===== config.mk =====
export PLATFORM = sky130hd
export DESIGN_NAME = two_axis_stepper_waypoint_sequencer_top
export DESIGN_NICKNAME = d
export VERILOG_FILES = /design/src/hw/rtl/stepseq_pkg.sv /design/src/hw/rtl/stepseq_axis.sv /design/src/hw/rtl/stepseq_wayp.sv /design/src/hw/rtl/two_axis_stepper_waypoint_sequencer_top.sv
export SDC_FILE = /design/constraint.sdc
export NUM_CORES = 1
export LEC_CHECK = 0
export CAP_MARGIN = 5
export CORE_UTILIZATION = 30
export CTS_CLUSTER_SIZE = 25
export DETAILED_ROUTE_END_ITERATION = 16
export DONT_BUFFER_PORTS = 1
export SETUP_SLACK_MARGIN = 0.05
export SYNTH_ARGS = -nofsm -noshare
export SYNTH_HDL_FRONTEND = slang
export SYNTH_SLANG_ARGS = --single-unit

===== constraint.sdc =====
create_clock -name i_clk -period 6.5 [get_ports i_clk]
set_input_delay 0.975 -clock i_clk [delete_from_list [all_inputs] [get_ports i_clk]]
set_output_delay 0.975 -clock i_clk [all_outputs]
set_load 0.02 [all_outputs]

===== src/hw/rtl/stepseq_pkg.sv =====
// Shared types, constants and the coil decode for the two-axis stepper sequencer.
`default_nettype none
package stepseq_pkg;

    // Fixed sizes of the waypoint table and axis positions.
    localparam int MAX_WP = 16;
    localparam int IDX_W  = 4;
    localparam int CNT_W  = 5;
    localparam int POS_W  = 16;

    // Input item modes.
    localparam logic MODE_TICK = 1'b0;
    localparam logic MODE_LOAD = 1'b1;

    // Configuration register indexes (paddr bit 2).
    localparam logic REG_WAYPOINT_COUNT = 1'b0;
    localparam logic REG_AXIS_INVERT    = 1'b1;

    // Reset values of the configuration registers.
    localparam logic [CNT_W-1:0] RST_WAYPOINT_COUNT = CNT_W'(4);
    localparam logic [1:0]       RST_AXIS_INVERT    = 2'b01;

    // One write into the waypoint table.
    typedef struct packed {
        logic             we;
        logic [IDX_W-1:0] idx;
        logic [POS_W-1:0] x;
        logic [POS_W-1:0] y;
    } t_load;

    // Wave-drive order is coil1, coil3, coil2, coil4.
    function automatic logic [3:0] coil_of_phase(input logic [1:0] phase);
        logic [3:0] coils;
        case (phase)
            2'd0:    coils = 4'b0001;
            2'd1:    coils = 4'b0100;
            2'd2:    coils = 4'b0010;
            2'd3:    coils = 4'b1000;
            default: coils = 4'b0001;
        endcase
        return coils;
    endfunction

endpackage
`default_nettype wire


===== src/hw/rtl/stepseq_axis.sv =====
// One stepper axis: position and wave-drive phase registers with the step logic.
`default_nettype none
module stepseq_axis
    import stepseq_pkg::*;
(
    input  wire logic             i_clk,
    input  wire logic             i_rst_n,
    input  wire logic             i_tick,
    input  wire logic [POS_W-1:0] i_target,
    input  wire logic             i_inv,
    output logic      [POS_W-1:0] o_pos_next,
    output logic      [3:0]       o_coils_next,
    output logic                  o_on_target
);

    logic [1:0]       r_phase;
    logic [POS_W-1:0] r_pos;
    logic [1:0]       n_phase;
    logic [POS_W-1:0] n_pos;

    // Step one place toward the target; the invert bit reverses the phase order.
    always_comb begin
        n_phase = r_phase;
        n_pos   = r_pos;
        if (r_pos < i_target) begin
            n_phase = i_inv ? (r_phase - 2'd1) : (r_phase + 2'd1);
            n_pos   = r_pos + POS_W'(1);
        end else if (r_pos > i_target) begin
            n_phase = i_inv ? (r_phase + 2'd1) : (r_phase - 2'd1);
            n_pos   = r_pos - POS_W'(1);
        end
    end

    // State only moves on a tick item.
    always_ff @(posedge i_clk) begin
        if (!i_rst_n) begin
            r_phase <= 2'd0;
            r_pos   <= '0;
        end else if (i_tick) begin
            r_phase <= n_phase;
            r_pos   <= n_pos;
        end
    end

    assign o_pos_next   = n_pos;
    assign o_coils_next = coil_of_phase(n_phase);
    assign o_on_target  = (n_pos == i_target);

endmodule
`default_nettype wire


===== src/hw/rtl/stepseq_wayp.sv =====
// Waypoint table and the current waypoint index with its wrap logic.
`default_nettype none
module stepseq_wayp
    import stepseq_pkg::*;
(
    input  wire logic             i_clk,
    input  wire logic             i_rst_n,
    input  wire t_load            i_load,
    input  wire logic             i_advance,
    input  wire logic [CNT_W-1:0] i_count,
    output logic      [POS_W-1:0] o_target_x,
    output logic      [POS_W-1:0] o_target_y,
    output logic      [IDX_W-1:0] o_ptr_next,
    output logic      [IDX_W-1:0] o_ptr
);

    logic [POS_W-1:0] r_tx [MAX_WP];
    logic [POS_W-1:0] r_ty [MAX_WP];
    logic [IDX_W-1:0] r_ptr;
    logic [IDX_W-1:0] n_ptr;
    logic [CNT_W-1:0] count_eff;
    logic [CNT_W-1:0] ptr_inc;

    // Table entries have no reset; each must be loaded before it is read, which the block does not enforce.
    always_ff @(posedge i_clk) begin
        if (i_load.we) begin
            r_tx[i_load.idx] <= i_load.x;
            r_ty[i_load.idx] <= i_load.y;
        end
    end

    assign o_target_x = r_tx[r_ptr];
    assign o_target_y = r_ty[r_ptr];

    // A count of zero acts as one, and a count past the table acts as the table size.
    always_comb begin
        count_eff = i_count;
        if (i_count == '0) begin
            count_eff = CNT_W'(1);
        end else if (i_count > CNT_W'(MAX_WP)) begin
            count_eff = CNT_W'(MAX_WP);
        end
        ptr_inc = {1'b0, r_ptr} + CNT_W'(1);
        n_ptr   = r_ptr;
        if (i_advance) begin
            n_ptr = (ptr_inc >= count_eff) ? '0 : ptr_inc[IDX_W-1:0];
        end
    end

    always_ff @(posedge i_clk) begin
        if (!i_rst_n) begin
            r_ptr <= '0;
        end else begin
            r_ptr <= n_ptr;
        end
    end

    assign o_ptr_next = n_ptr;
    assign o_ptr      = r_ptr;

endmodule
`default_nettype wire


===== src/hw/rtl/two_axis_stepper_waypoint_sequencer_top.sv =====
// Top level of the two-axis stepper waypoint sequencer.
//
// Usage: each input item is either a timer tick (mode 0) or a load of one
// waypoint table entry (mode 1). Items move on a valid/stall handshake; an
// item is taken at an edge where valid is high and stall is low. A tick
// steps each axis one place toward the current waypoint and yields exactly
// one result item with both coil patterns, positions, waypoint index and the
// blink level. A load writes the table and yields no result. Every entry must
// be loaded before a tick reads it.
// Path: an item lands in an input register, and its result is then written
// into the output register, from which it is offered to the receiver.
// Throughput is one item per cycle while the receiver does not stall; the
// step, compare and index update are combinational between the two registers.
// When the receiver stalls, the held result stays put, a waiting load still
// completes, and a waiting tick holds the input register, which then stalls
// the sender. Reset clears positions, phases (coil1 energized), the index and
// blink, and sets the waypoint count to 4 and the invert bits to X inverted.
// The table is not cleared. The user must write registers through the APB port
// only while no item is in flight; the block itself does not enforce this.
`default_nettype none
module two_axis_stepper_waypoint_sequencer_top
    import stepseq_pkg::*;
(
    input  wire logic         i_clk,
    input  wire logic         i_rst_n,
    // Input channel
    input  wire logic         i_valid,
    output logic              o_stall,
    input  wire logic         i_mode,
    input  wire logic [3:0]   i_load_index,
    input  wire logic [15:0]  i_load_x,
    input  wire logic [15:0]  i_load_y,
    // Result channel
    output logic              o_valid,
    input  wire logic         i_stall,
    output logic      [3:0]   o_x_coils,
    output logic      [3:0]   o_y_coils,
    output logic      [15:0]  o_x_position,
    output logic      [15:0]  o_y_position,
    output logic      [3:0]   o_target_index,
    output logic              o_blink,
    // Configuration port
    input  wire logic         psel,
    input  wire logic         penable,
    input  wire logic         pwrite,
    input  wire logic [2:0]   paddr,
    input  wire logic [31:0]  pwdata,
    output logic      [31:0]  prdata,
    output logic              pready
);

    // Configuration registers
    logic [CNT_W-1:0] r_count;
    logic [1:0]       r_invert;

    // Input register
    logic             r_in_valid;
    logic             r_in_mode;
    logic [IDX_W-1:0] r_in_idx;
    logic [POS_W-1:0] r_in_x;
    logic [POS_W-1:0] r_in_y;

    // Output register
    logic             r_out_valid;
    logic [3:0]       r_out_xc;
    logic [3:0]       r_out_yc;
    logic [POS_W-1:0] r_out_xp;
    logic [POS_W-1:0] r_out_yp;
    logic [IDX_W-1:0] r_out_idx;
    logic             r_blink;

    logic             in_accept;
    logic             do_load;
    logic             do_tick;
    logic             cfg_write;
    t_load            load;
    logic [POS_W-1:0] target_x;
    logic [POS_W-1:0] target_y;
    logic [POS_W-1:0] x_pos_next;
    logic [POS_W-1:0] y_pos_next;
    logic [3:0]       x_coils_next;
    logic [3:0]       y_coils_next;
    logic             x_on;
    logic             y_on;
    logic [IDX_W-1:0] ptr_next;
    logic [IDX_W-1:0] ptr_cur;

    // APB access; writes land on the access phase.
    assign pready    = 1'b1;
    assign cfg_write = psel && penable && pwrite && pready;

    always_ff @(posedge i_clk) begin
        if (!i_rst_n) begin
            r_count  <= RST_WAYPOINT_COUNT;
            r_invert <= RST_AXIS_INVERT;
        end else if (cfg_write) begin
            case (paddr[2])
                REG_WAYPOINT_COUNT: r_count  <= pwdata[CNT_W-1:0];
                REG_AXIS_INVERT:    r_invert <= pwdata[1:0];
                default:            r_count  <= r_count;
            endcase
        end
    end

    always_comb begin
        case (paddr[2])
            REG_WAYPOINT_COUNT: prdata = 32'(r_count);
            REG_AXIS_INVERT:    prdata = 32'(r_invert);
            default:            prdata = '0;
        endcase
    end

    // A load always drains; a tick drains when the output register is free or being taken.
    assign do_load   = r_in_valid && (r_in_mode == MODE_LOAD);
    assign do_tick   = r_in_valid && (r_in_mode == MODE_TICK) && (!r_out_valid || !i_stall);
    assign o_stall   = r_in_valid && !do_load && !do_tick;
    assign in_accept = i_valid && !o_stall;

    // Input register
    always_ff @(posedge i_clk) begin
        if (!i_rst_n) begin
            r_in_valid <= 1'b0;
        end else if (in_accept) begin
            r_in_valid <= 1'b1;
        end else if (do_load || do_tick) begin
            r_in_valid <= 1'b0;
        end
    end

    always_ff @(posedge i_clk) begin
        if (in_accept) begin
            r_in_mode <= i_mode;
            r_in_idx  <= i_load_index;
            r_in_x    <= i_load_x;
            r_in_y    <= i_load_y;
        end
    end

    assign load.we  = do_load;
    assign load.idx = r_in_idx;
    assign load.x   = r_in_x;
    assign load.y   = r_in_y;

    stepseq_wayp u_wayp (
        .i_clk      (i_clk),
        .i_rst_n    (i_rst_n),
        .i_load     (load),
        .i_advance  (do_tick && x_on && y_on),
        .i_count    (r_count),
        .o_target_x (target_x),
        .o_target_y (target_y),
        .o_ptr_next (ptr_next),
        .o_ptr      (ptr_cur)
    );

    stepseq_axis u_axis_x (
        .i_clk        (i_clk),
        .i_rst_n      (i_rst_n),
        .i_tick       (do_tick),
        .i_target     (target_x),
        .i_inv        (r_invert[0]),
        .o_pos_next   (x_pos_next),
        .o_coils_next (x_coils_next),
        .o_on_target  (x_on)
    );

    stepseq_axis u_axis_y (
        .i_clk        (i_clk),
        .i_rst_n      (i_rst_n),
        .i_tick       (do_tick),
        .i_target     (target_y),
        .i_inv        (r_invert[1]),
        .o_pos_next   (y_pos_next),
        .o_coils_next (y_coils_next),
        .o_on_target  (y_on)
    );

    // Output register and blink level.
    always_ff @(posedge i_clk) begin
        if (!i_rst_n) begin
            r_out_valid <= 1'b0;
            r_blink     <= 1'b0;
        end else if (do_tick) begin
            r_out_valid <= 1'b1;
            r_blink     <= ~r_blink;
        end else if (!i_stall) begin
            r_out_valid <= 1'b0;
        end
    end

    always_ff @(posedge i_clk) begin
        if (do_tick) begin
            r_out_xc  <= x_coils_next;
            r_out_yc  <= y_coils_next;
            r_out_xp  <= x_pos_next;
            r_out_yp  <= y_pos_next;
            r_out_idx <= ptr_next;
        end
    end

    assign o_valid        = r_out_valid;
    assign o_x_coils      = r_out_xc;
    assign o_y_coils      = r_out_yc;
    assign o_x_position   = r_out_xp;
    assign o_y_position   = r_out_yp;
    assign o_target_index = r_out_idx;
    assign o_blink        = r_blink;

    // A shown result always drives exactly one coil per axis.
    a_coils_onehot: assert property (@(posedge i_clk) disable iff (!i_rst_n)
        r_out_valid |-> ($onehot(r_out_xc) && $onehot(r_out_yc)))
        else $error("coil pattern is not one-hot");

    // Blink toggles on every tick and only then.
    a_blink_tick: assert property (@(posedge i_clk) disable iff (!i_rst_n)
        (r_blink != $past(r_blink)) |-> $past(do_tick))
        else $error("blink changed without a tick");

    // A load never produces a result by itself.
    a_load_silent: assert property (@(posedge i_clk) disable iff (!i_rst_n)
        (do_load && !r_out_valid) |=> !r_out_valid)
        else $error("load item produced a result");

    // The waypoint index moves only on a tick.
    a_ptr_tick_only: assert property (@(posedge i_clk) disable iff (!i_rst_n)
        !do_tick |=> (ptr_cur == $past(ptr_cur)))
        else $error("waypoint index moved without a tick");

endmodule
`default_nettype wire

==> impl_metrics.env <==
export IMPL_seq_area_frac_synth_pct=68.4
export IMPL_post_cts_resized=0
export IMPL_synthToLayoutAreaGrowth_pct=13.9
export IMPL_rows=110
export IMPL_die_y_um=305
export IMPL_antenna_found_initial=4
export IMPL_arrival_ns=6.49
export IMPL_grt_ovfl_total=0
export IMPL_die_x_um=305
export IMPL_crit_path_start="u_wayp.o_ptr[0]"
export IMPL_crit_type="flip-flop to flip-flop"
export IMPL_gr_usage_all_layers_pct=14.0
export IMPL_final_cells=2967
export IMPL_netlist_instances=1679
export IMPL_clock_latency_ns=0.66
export IMPL_grt_first_pass_wirelength_um=96900
export IMPL_mostFrequentLayoutCells="edfxtp_1 (593), mux2i_1 (153), a221oi_1 (83), buf_4 (81), nand2_1 (67)"
export IMPL_fin_util_pct=34.6
export IMPL_status="completed"
export IMPL_syn_area_um2=27500
export IMPL_synthFlopType="edfxtp_1"
export IMPL_final_common_cell="edfxtp_1"
export IMPL_grt_start_max_net_pins=59
export IMPL_total_power_mw=8.20
export IMPL_worst_pin_slew_ns=0.905
export IMPL_synth_distinct_cells=71
export IMPL_clock_skew_final_ns=0.0539
export IMPL_min_period_ns=6.13
export IMPL_maxCapViolCount=0
export IMPL_required_ns=6.86
export IMPL_path_max_fanout=14
export IMPL_viasPerCell=5.03
export IMPL_dr_first_iter_drc_count=1364
export IMPL_period_share_pct=94.3
export IMPL_wl_per_cell_um=22.2
export IMPL_ys_ff_latch=643
export IMPL_setup_violations=0
export IMPL_grt_pass1_vias=14900
export IMPL_clk_pin_slew_worst_paths_ns=0.07
export IMPL_synth_edff_count=593
export IMPL_drt_total_wl_um=66000
export IMPL_rr_startpoint="u_wayp.o_ptr[0]"
export IMPL_post_cts_buffers=0
export IMPL_hpwl_um=39900
export IMPL_cts_max_level=2
export IMPL_layout_drive_gt1_share_pct=16.0
export IMPL_core_um2=90400
export IMPL_max_slew_margin_pct=39.6
export IMPL_cts_root_buf="clkbuf_16"
export IMPL_hold_start="i_load_x[1]"
export IMPL_synthArstFlopShare_pct=0
export IMPL_hold_viol=0
export IMPL_io_pins=159
export IMPL_dieArea_um2=92800
export IMPL_place_port_buffers=0
export IMPL_drv_slew=0
export IMPL_start_util_pct=30.4
export IMPL_gp_congestion=0.838
export IMPL_ir_drop_mv=0.191
export IMPL_firstDrtPassIters=6
export IMPL_p_leak_nw=10.1
export IMPL_fmax_ghz=0.163
export IMPL_cts_sinks=643
export IMPL_cts_made_buffers=61
export IMPL_reg2reg_slack_ns=0.37
export IMPL_ys_warn_count=0
export IMPL_vias=14900
export IMPL_start_kind="flip-flop"
export IMPL_synth_avg_cell_area_um2=16.4
export IMPL_dp_cells=2857
export IMPL_setup_tns_ns=0
export IMPL_cp_end_kind="flip-flop"
export IMPL_clock_path_buffers=3
export IMPL_powerDensity_nw_per_um2=262
export IMPL_final_nets=1865
export IMPL_grt_setup_unrepaired="false"
export IMPL_cts_tree="yes"
export IMPL_postRouteAntennaNets=0
export IMPL_drcViolationCount=0
export IMPL_min_path_type="input port to flip-flop"
export IMPL_cts_hold_fix_buffers=0
==> routing by layer <==
layer,part of all wire [%],global-route usage [%],vias up
li1,-,-,6723
met1,45,19.3,7595
met2,47,22.5,500
met3,6.7,2.81,104
met4,1.9,3.30,2
met5,0.020,0,-
==> worst max-delay path, stage by stage (launching register included) <==
cell and delay (ns):
dfxtp_4 0.55, buf_4 0.28, mux4_2 0.54, a221oi_1 0.44, buf_4 0.22, ha_1 0.25, a21oi_1 0.15, o21ai_1 0.13
a221oi_4 0.41, and3_1 0.34, buf_4 0.20, mux2i_1 0.36, xor3_1 0.39, nor4b_1 0.34, buf_4 0.17, nand4_1 0.05
or4_1 0.51, buf_4 0.22, mux2_4 0.30
==> cell families after synthesis <==
logic type	Yosys count	synth area share [%]
DFF	643	68.4
and+or+nand+nor	314	5.92
muxes	228	11.4
AOI/OAI and AO/OA	219	5.95
buffers and inverters	151	2.87
xor gates and xnor gates	80	3.53
adders and majority gates	42	1.91
other	2	0.0273
==> flip-flops by register name (all words and copies together) (netlist names), 5 cells and up <==
name / count
u_axis_x.r_pos: 16
r_in_y: 16
o_x_position: 16
u_wayp.r_ty: 256
r_in_x: 16
r_count: 5
u_wayp.r_tx: 256
o_y_position: 16
u_axis_y.r_pos: 16
==> power by group <==
group / switching, mW / leakage [nW] / total, mW / internal, mW
logic: 0.0803 / 3.41 / 0.118 / 0.0372
clock network: 1.53 / 0.936 / 3.45 / 1.92
registers: 0.0713 / 5.78 / 4.63 / 4.56
total: 1.68 / 10.1 / 8.20 / 6.52
==> path summary, 6_finish.rpt <==
| check | endpoint | depth (start not counted) |
|---|---|---|
| setup / recovery | o_target_index[0] | 18 |
| hold / removal | r_in_x[1] | 0 |
| hold reg to reg | u_axis_y.r_pos[15] | 2 |
| setup reg to reg | o_target_index[0] | 18 |
==> synth_stat cells, drive strengths merged, types with 3 or more instances <==
| library cell | instances | area (µm²) |
|---|---|---|
| nand2 | 68 | 258 |
| edfxtp | 593 | 17800 |
| a2111o | 3 | 33.8 |
| a221oi | 85 | 768 |
| nor2b | 14 | 87.6 |
| a21boi | 24 | 180 |
| and4 | 5 | 43.8 |
| mux2i | 154 | 1550 |
| or3 | 23 | 144 |
| nand4 | 19 | 131 |
| a21oi | 20 | 104 |
| xnor3 | 15 | 338 |
| nand4b | 4 | 35.0 |
| o211ai | 3 | 22.5 |
| dfxtp | 50 | 1000 |
| xnor2 | 53 | 483 |
| or4 | 6 | 48.8 |
| and3 | 14 | 87.6 |
| nor2 | 71 | 267 |
| a41oi | 3 | 26.3 |
| nor3 | 24 | 120 |
| ha | 42 | 526 |
| nor4 | 5 | 31.3 |
| a31oi | 7 | 58.8 |
| a22oi | 6 | 45.0 |
| o21ai | 52 | 260 |
| xor3 | 3 | 71.3 |
| nand2b | 8 | 50.1 |
| nand3 | 27 | 135 |
| inv | 33 | 124 |
| mux4 | 66 | 1490 |
| buf | 72 | 493 |
| xor2 | 9 | 78.8 |
| and2 | 18 | 114 |
| mux2 | 8 | 93.8 |
| clkbuf | 46 | 173 |
==> stage by stage <==
stage	hold WS, ns	area [µm²]	worst slack (ns)
finish	0.406	31300	0.370
global route	0.376	31300	0.0945
CTS	0.366	31300	0.339
detailed placement	0.532	29400	0.364
global placement	0.510	29400	0.306
floorplan	0.484	27600	0.584
==> cell type report <==
type,instances,area (µm²)
tap,1176,1470
inverter,33,124
clock buffer,79,1620
sequential,643,18800
fill,8451,59100
timing repair buffer,94,860
multi-input combinational,911,8120
clock inverter,30,310
antenna,1,2.50
No activity file was read; power rests on OpenSTA's default activity.
